**src/assert_macros.svh**
```systemverilog
// Assertion macros used by the RTL of this block.
`ifndef ASSERT_MACROS_SVH
`define ASSERT_MACROS_SVH

`ifndef NO_ASSERTIONS

// Checks that a property holds at every rising clock edge outside reset.
`define BDA_ASSERT(label, clk, rst_n, prop) \
  label: assert property (@(posedge clk) disable iff (!rst_n) (prop)) \
    else $error("Assertion failed.");

// Checks that a condition never occurs outside reset.
`define BDA_ASSERT_NEVER(label, clk, rst_n, cond) \
  `BDA_ASSERT(label, clk, rst_n, !(cond))

`else

`define BDA_ASSERT(label, clk, rst_n, prop)
`define BDA_ASSERT_NEVER(label, clk, rst_n, cond)

`endif

`endif

```
**src/bda_pkg.sv**
```systemverilog
`default_nettype none

package bda_pkg;

  localparam int VALUE_BITS = 32;
  // Decimal digits needed for VALUE_BITS bits, using log10(2) ~ 0.30103.
  localparam int DIGITS     = (VALUE_BITS * 30103) / 100000 + 1;
  localparam int BCD_W      = DIGITS * 4;
  localparam int BIT_CNT_W  = $clog2(VALUE_BITS);
  localparam int DCNT_W     = $clog2(DIGITS + 1);
  localparam int CHAR_W     = 6;

  localparam logic [CHAR_W-1:0] ASCII_ZERO = CHAR_W'(48);

  typedef enum logic [1:0] {
    S_IDLE,
    S_CONV,
    S_TRIM,
    S_EMIT
  } bda_state_e;

  typedef struct packed {
    logic load;
    logic shift;
    logic skip;
    logic emit;
  } bda_cmd_t;

  typedef struct packed {
    logic conv_done;
    logic top_zero;
    logic one_left;
    logic out_free;
  } bda_status_t;

endpackage

`default_nettype wire

```
**src/bda_dp.sv**
```systemverilog
`default_nettype none

module bda_dp (
  input  wire                                clk_i,
  input  wire                                rst_ni,
  input  bda_pkg::bda_cmd_t                  cmd_i,
  output bda_pkg::bda_status_t               status_o,
  input  wire [bda_pkg::VALUE_BITS-1:0]      value_i,
  output logic                               out_valid_o,
  input  wire                                out_stall_i,
  output logic [bda_pkg::CHAR_W-1:0]         digit_char_o,
  output logic                               last_digit_o
);
  import bda_pkg::*;

  logic [VALUE_BITS-1:0] bin_q, bin_d;
  logic [BCD_W-1:0]      bcd_q, bcd_d, bcd_adj;
  logic [BIT_CNT_W-1:0]  bit_cnt_q, bit_cnt_d;
  logic [DCNT_W-1:0]     dcnt_q, dcnt_d;
  logic                  out_valid_q, out_valid_d;
  logic [CHAR_W-1:0]     char_q, char_d;
  logic                  last_q, last_d;
  logic [3:0]            top_digit;

  assign top_digit = bcd_q[BCD_W-1 -: 4];

  // Add three to every digit of five or more before the shift.
  always_comb begin
    for (int i = 0; i < DIGITS; i++) begin
      if (bcd_q[i*4 +: 4] >= 4'd5) begin
        bcd_adj[i*4 +: 4] = bcd_q[i*4 +: 4] + 4'd3;
      end else begin
        bcd_adj[i*4 +: 4] = bcd_q[i*4 +: 4];
      end
    end
  end

  always_comb begin
    bin_d       = bin_q;
    bcd_d       = bcd_q;
    bit_cnt_d   = bit_cnt_q;
    dcnt_d      = dcnt_q;
    out_valid_d = out_valid_q;
    char_d      = char_q;
    last_d      = last_q;

    if (!out_stall_i) begin
      out_valid_d = 1'b0;
    end

    if (cmd_i.load) begin
      bin_d     = value_i;
      bcd_d     = '0;
      bit_cnt_d = '0;
      dcnt_d    = DCNT_W'(DIGITS);
    end

    if (cmd_i.shift) begin
      {bcd_d, bin_d} = {bcd_adj, bin_q} << 1;
      bit_cnt_d      = bit_cnt_q + BIT_CNT_W'(1);
    end

    if (cmd_i.skip) begin
      bcd_d  = bcd_q << 4;
      dcnt_d = dcnt_q - DCNT_W'(1);
    end

    if (cmd_i.emit) begin
      out_valid_d = 1'b1;
      char_d      = ASCII_ZERO + {{(CHAR_W-4){1'b0}}, top_digit};
      last_d      = (dcnt_q == DCNT_W'(1));
      bcd_d       = bcd_q << 4;
      dcnt_d      = dcnt_q - DCNT_W'(1);
    end
  end

  always_ff @(posedge clk_i or negedge rst_ni) begin
    if (!rst_ni) begin
      out_valid_q <= 1'b0;
      bit_cnt_q   <= '0;
      dcnt_q      <= '0;
    end else begin
      out_valid_q <= out_valid_d;
      bit_cnt_q   <= bit_cnt_d;
      dcnt_q      <= dcnt_d;
    end
  end

  always_ff @(posedge clk_i) begin
    bin_q  <= bin_d;
    bcd_q  <= bcd_d;
    char_q <= char_d;
    last_q <= last_d;
  end

  assign status_o.conv_done = (bit_cnt_q == BIT_CNT_W'(VALUE_BITS - 1));
  assign status_o.top_zero  = (top_digit == 4'd0);
  assign status_o.one_left  = (dcnt_q == DCNT_W'(1));
  assign status_o.out_free  = !out_valid_q || !out_stall_i;

  assign out_valid_o  = out_valid_q;
  assign digit_char_o = char_q;
  assign last_digit_o = last_q;

endmodule

`default_nettype wire

```
**src/bda_ctrl.sv**
```systemverilog
`default_nettype none

module bda_ctrl (
  input  wire                   clk_i,
  input  wire                   rst_ni,
  input  wire                   in_valid_i,
  output logic                  in_stall_o,
  input  bda_pkg::bda_status_t  status_i,
  output bda_pkg::bda_cmd_t     cmd_o
);
  import bda_pkg::*;

  bda_state_e state_q, state_d;

  always_ff @(posedge clk_i or negedge rst_ni) begin
    if (!rst_ni) begin
      state_q <= S_IDLE;
    end else begin
      state_q <= state_d;
    end
  end

  always_comb begin
    state_d    = state_q;
    cmd_o      = '0;
    in_stall_o = 1'b1;
    unique case (state_q)
      S_IDLE: begin
        in_stall_o = 1'b0;
        if (in_valid_i) begin
          cmd_o.load = 1'b1;
          state_d    = S_CONV;
        end
      end
      S_CONV: begin
        cmd_o.shift = 1'b1;
        if (status_i.conv_done) begin
          state_d = S_TRIM;
        end
      end
      S_TRIM: begin
        // Drop leading zero digits but always keep the last one.
        if (status_i.top_zero && !status_i.one_left) begin
          cmd_o.skip = 1'b1;
        end else begin
          state_d = S_EMIT;
        end
      end
      S_EMIT: begin
        if (status_i.out_free) begin
          cmd_o.emit = 1'b1;
          if (status_i.one_left) begin
            state_d = S_IDLE;
          end
        end
      end
      default: begin
        state_d = S_IDLE;
      end
    endcase
  end

endmodule

`default_nettype wire

```
**src/binary_to_decimal_ascii.sv**
```systemverilog
// Converts an unsigned 32-bit value into its decimal ASCII digits.
// The input channel takes one value per beat (value_i); the output channel
// gives one digit character per beat, most significant first, with leading
// zeros dropped, and last_digit_o set on the final digit. Zero gives "0".
// Both channels use valid and stall; a beat moves when valid is high and
// stall is low.
// A value is accepted, then runs 32 shift-add-3 steps in the shared
// conversion datapath, drops its leading zeros one digit at a time and
// finally emits its n digits, most significant first.
// One value is worked on at a time; in_stall_o is high while it is.
// A stall on the output holds the current digit and freezes the emission;
// the last digit can wait in the output register while the next value is
// already accepted.
// Reset clears the controller and the output valid; no clearing pass.
`default_nettype none

module binary_to_decimal_ascii (
  input  wire                             clk_i,
  input  wire                             rst_ni,
  input  wire                             in_valid_i,
  output logic                            in_stall_o,
  input  wire [bda_pkg::VALUE_BITS-1:0]   value_i,
  output logic                            out_valid_o,
  input  wire                             out_stall_i,
  output logic [bda_pkg::CHAR_W-1:0]      digit_char_o,
  output logic                            last_digit_o
);
  import bda_pkg::*;

  `include "assert_macros.svh"

  bda_cmd_t    cmd;
  bda_status_t status;
  logic        char_bad;

  bda_ctrl u_ctrl (
    .clk_i      (clk_i),
    .rst_ni     (rst_ni),
    .in_valid_i (in_valid_i),
    .in_stall_o (in_stall_o),
    .status_i   (status),
    .cmd_o      (cmd)
  );

  bda_dp u_dp (
    .clk_i        (clk_i),
    .rst_ni       (rst_ni),
    .cmd_i        (cmd),
    .status_o     (status),
    .value_i      (value_i),
    .out_valid_o  (out_valid_o),
    .out_stall_i  (out_stall_i),
    .digit_char_o (digit_char_o),
    .last_digit_o (last_digit_o)
  );

  assign char_bad = (digit_char_o < ASCII_ZERO) ||
                    (digit_char_o > (ASCII_ZERO + CHAR_W'(9)));

  `BDA_ASSERT(a_busy_after_accept, clk_i, rst_ni, (in_valid_i && !in_stall_o) |=> in_stall_o)
  `BDA_ASSERT_NEVER(a_char_range, clk_i, rst_ni, out_valid_o && char_bad)
  `BDA_ASSERT_NEVER(a_one_cmd, clk_i, rst_ni, !$onehot0({cmd.load, cmd.shift, cmd.skip, cmd.emit}))

endmodule

`default_nettype wire
```
**config.mk**
```make
export PLATFORM = sky130hd
export DESIGN_NAME = binary_to_decimal_ascii
export DESIGN_NICKNAME = d
export VERILOG_FILES = /design/src/bda_pkg.sv /design/src/bda_dp.sv /design/src/bda_ctrl.sv /design/src/binary_to_decimal_ascii.sv
export VERILOG_INCLUDE_DIRS = /design/src /design/src/src
export SDC_FILE = /design/constraint.sdc
export NUM_CORES = 1
export LEC_CHECK = 0
export BUFFER_PORTS_ARGS = -buffer_cell sky130_fd_sc_hd__buf_2
export CAP_MARGIN = 25
export CELL_PAD_IN_SITES_DETAIL_PLACEMENT = 0
export CELL_PAD_IN_SITES_GLOBAL_PLACEMENT = 1
export CORE_MARGIN = 3
export CORE_UTILIZATION = 40
export DETAILED_ROUTE_END_ITERATION = 10
export HOLD_SLACK_MARGIN = 0.02
export PLACE_DENSITY = 0.7
export SYNTH_ARGS = -nofsm -noshare
export SYNTH_HDL_FRONTEND = slang
export SYNTH_SLANG_ARGS = --single-unit
```
**constraint.sdc**
```tcl
create_clock -name clk_i -period 5.2 [get_ports clk_i]
set_input_delay 0.78 -clock clk_i [delete_from_list [all_inputs] [get_ports clk_i]]
set_output_delay 0.78 -clock clk_i [all_outputs]
set_load 0.02 [all_outputs]
```
==> impl_metrics.env, run 1 <==
export IMPL_ctsHoldBuffers=0
export IMPL_port_buffers=42
export IMPL_cts_buffers_inserted=9
export IMPL_placed_area_mm2=0.00517
export IMPL_cts_htree_levels=3
export IMPL_clock_tree_from_tritoncts="done"
export IMPL_post_cts_resize_count=0
export IMPL_aggregate_routed_wire_length_mm=9.03
export IMPL_grt_start_max_net_pins=84
export IMPL_drc_errors=0
export IMPL_die_area_mm2=0.0135
export IMPL_setup_worst_path_end_class="flip-flop"
export IMPL_die_h_um=116
export IMPL_floorplan_core_area_mm2=0.0117
export IMPL_final_fill_count=1110
export IMPL_synth_edf_count=72
export IMPL_synth_ff_type="sky130_fd_sc_hd__edfxtp_1"
export IMPL_grt_overflow_total=0
export IMPL_timing_worst_setup_path_type="flip-flop to flip-flop"
export IMPL_synth_async_sr_flop_share_pct=13.5
export IMPL_yosys_top_cells_area="sky130_fd_sc_hd__edfxtp_1 45%, sky130_fd_sc_hd__nand2_1 8.0%, sky130_fd_sc_hd__ha_1 7.7%"
export IMPL_finalNetCount=577
export IMPL_yosysTopAreaCellShare_pct=44.5
export IMPL_period_minus_slack_ps=2470
export IMPL_synth_ff_latch_count=89
export IMPL_power_density_mw_per_mm2=670
export IMPL_cts_root_buf="sky130_fd_sc_hd__clkbuf_16"
export IMPL_avgViaCountPerCell=5.09
export IMPL_grt_antenna_before_repair=0
export IMPL_ios=45
export IMPL_r2r_worst_path_cells=6
export IMPL_power_consumption_mw=3.64
export IMPL_postCtsSetupRepairBufs=0
export IMPL_clockBufferDepth=2
export IMPL_multiInputGateArea_mm2=0.00208
export IMPL_fin_area_mm2=0.00543
export IMPL_yosys_cell_types_count=42
export IMPL_worst_slew_pin_slew_ps=832
export IMPL_grt_setup_unrepaired="false"
export IMPL_netlist_area_mm2=0.00485
export IMPL_starting_density_of_the_core_pct=41.6
export IMPL_ant_nets=0
export IMPL_place_gp_congestion=0.743
export IMPL_timing_reg2reg_setup_slack_ps=2730
export IMPL_maxSlewViolCount=0
export IMPL_timing_max_slew_rel_slack_pct=44.5
export IMPL_setup_viol_count_final=0
export IMPL_wl_per_cell_um=13.7
export IMPL_drt_iter0_markers=197
export IMPL_fin_skew_ps=5.53
export IMPL_vias=3357
export IMPL_status="complete, no violations"
export IMPL_n_antenna_cell=0
export IMPL_numClockSinks=89
export IMPL_yosys_synthesis_warning_count=0
export IMPL_worst_endpoint_required_ps=5360
export IMPL_half_perimeter_wire_length_of_the_detailed_placement_result_mm=5.83
export IMPL_postSynthAreaPerCell_um2=10.2
export IMPL_synthCells=477
export IMPL_seq_area_frac_synth_pct=52.8
export IMPL_chipWidth_um=116
export IMPL_data_arrival_time_of_the_worst_path_ps=2630
export IMPL_crit_path_max_fanout=18
export IMPL_critPathLaunchType="flip-flop"
export IMPL_seq_area_mm2=0.00256
export IMPL_groute_usage_overall_pct=14.4
export IMPL_timing_rr_start="u_dp.dcnt_q[1]$_DFFE_PN0P_"
export IMPL_synth_top_cells_by_count="103 x sky130_fd_sc_hd__nand2_1, 72 x sky130_fd_sc_hd__edfxtp_1, 53 x sky130_fd_sc_hd__o21ai_0"
export IMPL_power_leakage_nw=2.08
export IMPL_via_count_of_the_first_global_routing_pass=3208
export IMPL_fin_tns_setup_ps=0
export IMPL_global_route_wire_length_before_repair_mm=15.4
export IMPL_power_ir_vdd_worst_mv=0.271
export IMPL_synth_top_cell_by_area="sky130_fd_sc_hd__edfxtp_1"
export IMPL_max_cap_violations=0
export IMPL_clk_latency_ps=330
export IMPL_fin_crit_sh_pct=47.4
export IMPL_core_rowCount=39
export IMPL_drt_pass1_iterations=5
export IMPL_finalHoldViolations=0
export IMPL_cts_clk_slew_worst_paths_ps=60
export IMPL_regToRegEndpoint="u_dp.bcd_q[22]$_DFFE_PP_"
export IMPL_fmax_ghz=0.406
export IMPL_synthMostInstantiatedCell="sky130_fd_sc_hd__nand2_1"
export IMPL_drive_above_1_share_pct=15.5
export IMPL_hold_path_class="input pin to asynchronous set/reset pin"
export IMPL_layout_area_overhead_vs_synth_pct=11.8
[kinds of logic (layout without fill, tap and decap cells)]
group | Yosys count | after routing | share of synthesized area, %
and+or+nand+nor | 152 | 152 | 14.7
AOI/OAI and AO/OA | 127 | 127 | 14.9
DFF | 89 | 89 | 52.8
buffers and inverters | 53 | 91 | 4.54
adders and majority gates | 30 | 30 | 7.73
muxes | 14 | 14 | 3.27
xor gates and xnor gates | 11 | 11 | 1.98
other | 1 | 2 | 0.0772
[flip-flops by register name, summed over array words and instances (netlist names)]
name,count
u_dp.bit_cnt_q,5
u_dp.out_valid_o,1
u_dp.bin_q,32
u_dp.last_digit_o,1
u_ctrl.state_q,2
u_dp.dcnt_q,4
u_dp.digit_char_o,4
u_dp.bcd_q,40
[how the worst max path moves through the flow]
stage               slack [ps]                           from                       end
floorplan                 2230                    out_stall_i  u_dp.bcd_q[10]$_DFFE_PP_
global placement          2220                    out_stall_i  u_dp.bcd_q[20]$_DFFE_PP_
detailed placement        2070                    out_stall_i  u_dp.bcd_q[16]$_DFFE_PP_
finish                    2730     u_dp.dcnt_q[1]$_DFFE_PN0P_  u_dp.bcd_q[22]$_DFFE_PP_
global route              2520     u_dp.dcnt_q[1]$_DFFE_PN0P_  u_dp.bcd_q[14]$_DFFE_PP_
CTS                       2370  u_ctrl.state_q[1]$_DFFE_PN0P_  u_dp.bcd_q[24]$_DFFE_PP_
[layer usage]
| layer | vias up | share of wire (%) | track usage (%) |
|---|---|---|---|
| met5 | - | 0 | 0 |
| met4 | 0 | 0.51 | 2.78 |
| met3 | 2 | 3.3 | 4.72 |
| met2 | 50 | 46 | 22.8 |
| met1 | 1556 | 50 | 19.7 |
| li1 | 1749 | - | - |
[layout by cell type, fill, tap and decap left out, types with 2 or more instances in the layout]
| master | netlist | final |
|---|---|---|
| sky130_fd_sc_hd__a21oi_1 | 34 | 34 |
| sky130_fd_sc_hd__a21o_1 | 2 | 2 |
| sky130_fd_sc_hd__nor3_1 | 2 | 2 |
| sky130_fd_sc_hd__nor3b_1 | 14 | 14 |
| sky130_fd_sc_hd__dfrtp_1 | 12 | 12 |
| sky130_fd_sc_hd__mux2_2 | 11 | 11 |
| sky130_fd_sc_hd__clkbuf_16 | 0 | 9 |
| sky130_fd_sc_hd__nor2_1 | 3 | 3 |
| sky130_fd_sc_hd__ha_1 | 30 | 29 |
| sky130_fd_sc_hd__nand2b_1 | 11 | 11 |
| sky130_fd_sc_hd__or3_1 | 2 | 2 |
| sky130_fd_sc_hd__nand3_1 | 8 | 8 |
| sky130_fd_sc_hd__o22ai_1 | 11 | 11 |
| sky130_fd_sc_hd__conb_1 | 1 | 2 |
| sky130_fd_sc_hd__a31oi_1 | 2 | 2 |
| sky130_fd_sc_hd__dfxtp_1 | 5 | 5 |
| sky130_fd_sc_hd__mux2i_1 | 2 | 2 |
| sky130_fd_sc_hd__or3b_2 | 4 | 4 |
| sky130_fd_sc_hd__nand2_1 | 103 | 103 |
| sky130_fd_sc_hd__buf_2 | 5 | 43 |
| sky130_fd_sc_hd__inv_1 | 27 | 27 |
| sky130_fd_sc_hd__clkbuf_1 | 18 | 5 |
| sky130_fd_sc_hd__buf_4 | 2 | 5 |
| sky130_fd_sc_hd__edfxtp_1 | 72 | 72 |
| sky130_fd_sc_hd__o21ai_0 | 53 | 53 |
| sky130_fd_sc_hd__o31ai_1 | 14 | 14 |
| sky130_fd_sc_hd__xnor2_1 | 10 | 10 |
| sky130_fd_sc_hd__clkinv_2 | 0 | 2 |
| sky130_fd_sc_hd__a22o_1 | 4 | 4 |
[cell type report]
| cell class | instances | area share, % |
|---|---|---|
| Multi-Input combinational cell | 336 | 38.3 |
| Inverter | 27 | 1.87 |
| Sequential cell | 89 | 47.2 |
| Tap cell | 143 | 3.30 |
| Timing Repair Buffer | 48 | 4.66 |
| Clock buffer | 14 | 4.50 |
| Clock inverter | 2 | 0.184 |
[where the power goes]
| group | switching, mW | internal [mW] |
|---|---|---|
| sequential | 0.227 | 1.31 |
| combinational | 0.940 | 0.585 |
| clock | 0.250 | 0.323 |
| total | 1.42 | 2.22 |
[through the flow]
stage | std cells | setup slack (ps) | hold slack [ps] | utilization (%)
after floorplan | 478 | 2230 | 426 | -
after global placement | 642 | 2220 | 442 | 44.3
after detailed placement | 642 | 2070 | 450 | 44.3
after CTS | 658 | 2370 | 332 | 46.5
after global routing | 659 | 2520 | 333 | 46.5
final | 659 | 2730 | 338 | 46.5
[critical path: stages (launching register included)]
cell and delay (ps):
sky130_fd_sc_hd__dfrtp_1 400, sky130_fd_sc_hd__inv_1 90, sky130_fd_sc_hd__ha_1 130, sky130_fd_sc_hd__or3b_4 400, sky130_fd_sc_hd__a21oi_2 620, sky130_fd_sc_hd__nand2_2 380, sky130_fd_sc_hd__o21ai_0 270
No activity file was read; power rests on OpenSTA's default activity.
==> run 2: changes to the inputs <==
- PLACE_DENSITY: 0.7 -> 0.73
- clock period: 5.2 -> 2.2 ns (I/O delays scaled with it)
==> run 2 against run 1 <==
Sequential power increased by 140%. Final area up 3.3%. Clock power increased to 2.7 times the previous value. Clock skew grew 0.78 ps. Hold slack lost 100 ps. Count of clock-buffer cells in the layout rose by 1. Critical endpoint is now u_dp.dcnt_q[2]$_DFFE_PN0P_.
==> impl_metrics.env, run 2 (synthesis gave the netlist of run 1 again) <==
export IMPL_drc_errors=0
export IMPL_setup_worst_path_end_class="flip-flop"
export IMPL_critPathLaunchType="flip-flop"
export IMPL_die_area_mm2=0.0135
export IMPL_multiInputGateArea_mm2=0.00209
export IMPL_crit_path_max_fanout=7
export IMPL_data_arrival_time_of_the_worst_path_ps=2300
export IMPL_timing_reg2reg_setup_slack_ps=160
export IMPL_aggregate_routed_wire_length_mm=9.17
export IMPL_final_fill_count=1079
export IMPL_clk_latency_ps=340
export IMPL_layout_commonest_cell="sky130_fd_sc_hd__nand2_1"
export IMPL_r2r_worst_path_cells=7
export IMPL_chipWidth_um=116
export IMPL_place_gp_congestion=0.750
export IMPL_max_cap_violations=0
export IMPL_post_cts_resize_count=0
export IMPL_n_antenna_cell=0
export IMPL_placed_cells=651
export IMPL_fin_crit_sh_pct=92.8
export IMPL_ant_nets=0
export IMPL_cts_buffers_inserted=9
export IMPL_cp_num_cells=7
export IMPL_wl_per_cell_um=13.7
export IMPL_clock_tree_from_tritoncts="done"
export IMPL_grt_antenna_before_repair=0
export IMPL_numClockSinks=89
export IMPL_cts_clk_slew_worst_paths_ps=60
export IMPL_floorplan_core_area_mm2=0.0117
export IMPL_critical_path_n_buffers_inverters=2
export IMPL_timing_worst_setup_path_type="flip-flop to flip-flop"
export IMPL_groute_usage_overall_pct=14.8
export IMPL_fmax_ghz=0.490
export IMPL_finalHoldViolations=0
export IMPL_grt_start_max_net_pins=84
export IMPL_avgViaCountPerCell=5.14
export IMPL_power_density_mw_per_mm2=1620
export IMPL_cp_top_family="multiplexers"
export IMPL_ios=45
export IMPL_final_cell_count_no_fill=668
export IMPL_worst_endpoint_required_ps=2460
export IMPL_worst_hold_slack_ps=234
export IMPL_period_minus_slack_ps=2040
export IMPL_power_leakage_nw=2.16
export IMPL_cts_htree_levels=3
export IMPL_starting_density_of_the_core_pct=41.6
export IMPL_fin_tns_setup_ps=0
export IMPL_global_route_wire_length_before_repair_mm=15.8
export IMPL_timing_rr_start="u_dp.dcnt_q[1]$_DFFE_PN0P_"
export IMPL_setup_viol_count_final=0
export IMPL_largest_register_ffs=40
export IMPL_vias=3432
export IMPL_drt_iter0_markers=206
export IMPL_regMostFlops="u_dp.bcd_q"
export IMPL_startpoint="u_dp.dcnt_q[1]$_DFFE_PN0P_"
export IMPL_regToRegEndpoint="u_dp.dcnt_q[2]$_DFFE_PN0P_"
export IMPL_port_buffers=42
export IMPL_fin_skew_ps=6.31
export IMPL_largest_registers="u_dp.bcd_q (40), u_dp.bin_q (32), u_dp.bit_cnt_q (5)"
export IMPL_grt_overflow_total=0
export IMPL_finalNetCount=586
export IMPL_half_perimeter_wire_length_of_the_detailed_placement_result_mm=6.11
export IMPL_critPathSlowestCell="sky130_fd_sc_hd__or3b_4"
export IMPL_die_h_um=116
export IMPL_seq_area_mm2=0.00256
export IMPL_core_rowCount=39
export IMPL_via_count_of_the_first_global_routing_pass=3372
export IMPL_cts_root_buf="sky130_fd_sc_hd__clkbuf_16"
export IMPL_layout_area_overhead_vs_synth_pct=15.5
export IMPL_grt_setup_unrepaired="false"
export IMPL_hold_path_class="input pin to flip-flop"
export IMPL_max_stage_delay_ps=400
export IMPL_status="complete, no violations"
export IMPL_worstPathCellList="inv_1, ha_1, or3b_4, a21oi_2, buf_4, mux2_2, mux2i_1"
export IMPL_drive_above_1_share_pct=17.5
export IMPL_maxSlewViolCount=0
export IMPL_clockBufferDepth=2
export IMPL_final_cell_mix="102 x sky130_fd_sc_hd__nand2_1, 72 x sky130_fd_sc_hd__edfxtp_1, 53 x sky130_fd_sc_hd__o21ai_0, 42 x sky130_fd_sc_hd__buf_2, 34 x sky130_fd_sc_hd__a21oi_1"
export IMPL_power_ir_vdd_worst_mv=0.648
export IMPL_drt_pass1_iterations=4
export IMPL_critPathCapture="u_dp.dcnt_q[2]$_DFFE_PN0P_"
==> run 2: worst min-delay path by stage <==
stage	start	end	depth (start not counted)
floorplan	rst_ni	u_ctrl.state_q[0]$_DFFE_PN0P_	0
finish	value_i[0]	u_dp.bin_q[0]$_SDFFE_PP0N_	3
detailed placement	rst_ni	u_dp.bit_cnt_q[3]$_DFFE_PN0P_	1
global placement	rst_ni	u_dp.bit_cnt_q[3]$_DFFE_PN0P_	1
global route	value_i[0]	u_dp.bin_q[0]$_SDFFE_PP0N_	3
CTS	value_i[0]	u_dp.bin_q[0]$_SDFFE_PP0N_	3
==> run 2: area by class of cell <==
class / count / area share [%]
timing repair buffer: 57 / 6.69
sequential: 89 / 45.7
multi-input combinational: 336 / 37.3
clock inverter: 1 / 0.134
clock buffer: 15 / 5.15
tap: 143 / 3.19
inverter: 27 / 1.81
==> run 2: layer usage <==
metal	track usage (%)	wire [µm]	vias up
met2	25.0	4340	46
met1	18.4	4380	1601
met5	0	0	-
met3	3.63	294	10
li1	-	-	1775
met4	5.72	159	0
==> run 2: report_power, final <==
part	total [mW]	switching, mW	internal (mW)
combinational	3.92	2.30	1.62
sequential	3.62	0.529	3.09
clock	1.52	0.622	0.899
total	9.06	3.45	5.61
==> run 2: through the flow <==
| stage | util, % | power, mW | area, µm² | setup WS (ps) |
|---|---|---|---|---|
| 2_1_floorplan | - | 6.45 | 4870 | 30.4 |
| 3_3_place_gp | 45.5 | 7.53 | 5300 | 220 |
| 3_5_place_dp | 45.5 | 7.62 | 5300 | 131 |
| 4_1_cts | 48.1 | 9.20 | 5610 | 129 |
| 5_1_grt | 48.1 | 9.87 | 5610 | 27.7 |
| 6_report | 48.1 | 9.06 | 5610 | 158 |
==> run 2: what timing repair did <==
item,CTS,global route
hold buffers,1,0
setup endpoints to repair,0,0
setup buffers,0,0
hold endpoints to repair,12,0
==> run 2: tightest hold or removal path, delay by kind of cell <==
family                 cells  cell delay (ps)
AND/OR/NAND/NOR            1               50
buffers and inverters      1              100
AO/OA/AOI/OAI              1               50
==> run 3: changes to the inputs <==
- CORE_UTILIZATION: 40 -> 42
- PLACE_DENSITY: 0.73 -> 0.76
==> run 3 against run 2 <==
Critical path depth stayed put. Combinational power hardly changed. Die area is 4.5% lower. Global-route usage is 0.26 points higher. Via count is 0.15% lower. Power is 1.8% higher. Clock skew is 0.78 ps lower. Non-clock buffer count is 1 lower. Highest routed layer unchanged.
==> impl_metrics.env, run 3 (synthesis gave the netlist of run 1 again) <==
export IMPL_status="complete, no violations"
export IMPL_grt_antenna_before_repair=0
export IMPL_drive_above_1_share_pct=17.7
export IMPL_finalHoldViolations=0
export IMPL_ctsHoldBuffers=1
export IMPL_regMostFlops="u_dp.bcd_q"
export IMPL_starting_density_of_the_core_pct=43.8
export IMPL_max_stage_delay_ps=400
export IMPL_floorplan_core_area_mm2=0.0111
export IMPL_fin_skew_ps=5.52
export IMPL_n_antenna_cell=0
export IMPL_worst_endpoint_required_ps=2460
export IMPL_fin_crit_sh_pct=93.6
export IMPL_grt_setup_unrepaired="false"
export IMPL_ios=45
export IMPL_drt_iter0_markers=260
export IMPL_power_consumption_mw=9.22
export IMPL_power_leakage_nw=2.17
export IMPL_cp_top_family="multiplexers"
export IMPL_cts_htree_levels=3
export IMPL_hold_path_class="input pin to flip-flop"
export IMPL_final_fill_count=1023
export IMPL_core_rowCount=38
export IMPL_power_ir_vdd_worst_mv=0.742
export IMPL_clk_latency_ps=340
export IMPL_numClockSinks=89
export IMPL_crit_path_max_fanout=7
export IMPL_post_cts_resize_count=0
export IMPL_via_count_of_the_first_global_routing_pass=3468
export IMPL_critical_path_n_buffers_inverters=2
export IMPL_worst_hold_slack_ps=237
export IMPL_cts_buffers_inserted=9
export IMPL_half_perimeter_wire_length_of_the_detailed_placement_result_mm=6.05
export IMPL_data_arrival_time_of_the_worst_path_ps=2320
export IMPL_timing_reg2reg_setup_slack_ps=140
export IMPL_grt_start_max_net_pins=84
export IMPL_postCtsSetupRepairBufs=0
export IMPL_finalNetCount=585
export IMPL_timing_worst_setup_path_type="flip-flop to flip-flop"
export IMPL_setup_worst_path_end_class="flip-flop"
export IMPL_critPathLaunchType="flip-flop"
export IMPL_avgViaCountPerCell=5.16
export IMPL_period_minus_slack_ps=2060
export IMPL_maxSlewViolCount=0
export IMPL_placed_area_mm2=0.00530
export IMPL_largest_register_ffs=40
export IMPL_final_cell_count_no_fill=664
export IMPL_seq_area_mm2=0.00256
export IMPL_die_area_mm2=0.0129
export IMPL_grt_overflow_total=0
export IMPL_groute_usage_overall_pct=15.1
export IMPL_fin_tns_setup_ps=0
export IMPL_fin_area_mm2=0.00563
export IMPL_multiInputGateArea_mm2=0.00209
export IMPL_port_buffers=42
export IMPL_chipWidth_um=114
export IMPL_critPathSlowestCell="sky130_fd_sc_hd__dfrtp_1"
export IMPL_vias=3427
export IMPL_cts_clk_slew_worst_paths_ps=70
export IMPL_clock_tree_from_tritoncts="done"
export IMPL_global_route_wire_length_before_repair_mm=15.8
export IMPL_place_gp_congestion=0.799
export IMPL_layout_area_overhead_vs_synth_pct=16.0
export IMPL_final_cell_mix="102 x sky130_fd_sc_hd__nand2_1, 72 x sky130_fd_sc_hd__edfxtp_1, 53 x sky130_fd_sc_hd__o21ai_0, 42 x sky130_fd_sc_hd__buf_2, 34 x sky130_fd_sc_hd__a21oi_1"
export IMPL_clockBufferDepth=2
export IMPL_drc_errors=0
export IMPL_fmax_ghz=0.486
export IMPL_cts_root_buf="sky130_fd_sc_hd__clkbuf_16"
export IMPL_worstPathCellList="inv_1, ha_1, or3b_4, a21oi_2, buf_4, mux2_2, mux2i_1"
export IMPL_power_density_mw_per_mm2=1640
export IMPL_wl_per_cell_um=13.7
export IMPL_ant_nets=0
export IMPL_layout_commonest_cell="sky130_fd_sc_hd__nand2_1"
export IMPL_largest_registers="u_dp.bcd_q (40), u_dp.bin_q (32), u_dp.bit_cnt_q (5)"
export IMPL_placed_cells=647
export IMPL_max_cap_violations=0
export IMPL_aggregate_routed_wire_length_mm=9.09
export IMPL_setup_viol_count_final=0
export IMPL_die_h_um=114
export IMPL_drt_pass1_iterations=4
==> run 3: layout make-up <==
| cell class | instances | area share (%) |
|---|---|---|
| clock inverters | 7 | 1.67 |
| repair buffers | 56 | 6.75 |
| clock buffers | 9 | 4.00 |
| well taps | 140 | 3.11 |
| flip-flops and latches | 89 | 45.5 |
| inverters | 27 | 1.80 |
| multi-input cells | 336 | 37.2 |
==> run 3: metrics by stage <==
step           util (%)  setup WS, ps
5_1_grt            50.8          36.7
3_5_place_dp       47.9           165
4_1_cts            50.8           140
2_1_floorplan         -          30.4
6_report           50.8           142
3_3_place_gp       47.9           218
==> run 3: worst register-to-register path: stages (launching register included) <==
cell	delay [ps]
sky130_fd_sc_hd__dfrtp_1	400
sky130_fd_sc_hd__inv_1	90
sky130_fd_sc_hd__ha_1	130
sky130_fd_sc_hd__or3b_4	400
sky130_fd_sc_hd__a21oi_2	280
sky130_fd_sc_hd__buf_4	210
sky130_fd_sc_hd__mux2_2	330
sky130_fd_sc_hd__mux2i_1	140
==> run 3: final timing paths <==
check | depth (start not counted) | start | endpoint
setup / recovery | 7 | u_dp.dcnt_q[1]$_DFFE_PN0P_ | u_dp.dcnt_q[2]$_DFFE_PN0P_
setup reg to reg | 7 | u_dp.dcnt_q[1]$_DFFE_PN0P_ | u_dp.dcnt_q[2]$_DFFE_PN0P_
max in group asynchronous | 2 | rst_ni | u_dp.dcnt_q[3]$_DFFE_PN0P_
hold reg to reg | 0 | u_dp.bcd_q[37]$_DFFE_PP_ | u_dp.digit_char_o[1]$_DFFE_PP_
hold / removal | 2 | out_stall_i | u_dp.out_valid_o$_DFFE_PN0P_
min in group asynchronous | 2 | rst_ni | u_dp.bit_cnt_q[3]$_DFFE_PN0P_
==> run 3: power breakdown <==
group	internal [mW]	total, mW	switching (mW)	leakage [nW]
logic	1.64	3.95	2.31	1.11
clock network	0.995	1.64	0.649	0.153
registers	3.09	3.63	0.541	0.910
==> run 3: per-layer routing <==
metal	vias to the layer above	global-route usage [%]	wire (µm)
li1	1764	-	-
met1	1604	18.9	4460
met2	50	25.1	4250
met3	9	3.29	250
met4	0	6.73	127
met5	-	0	0
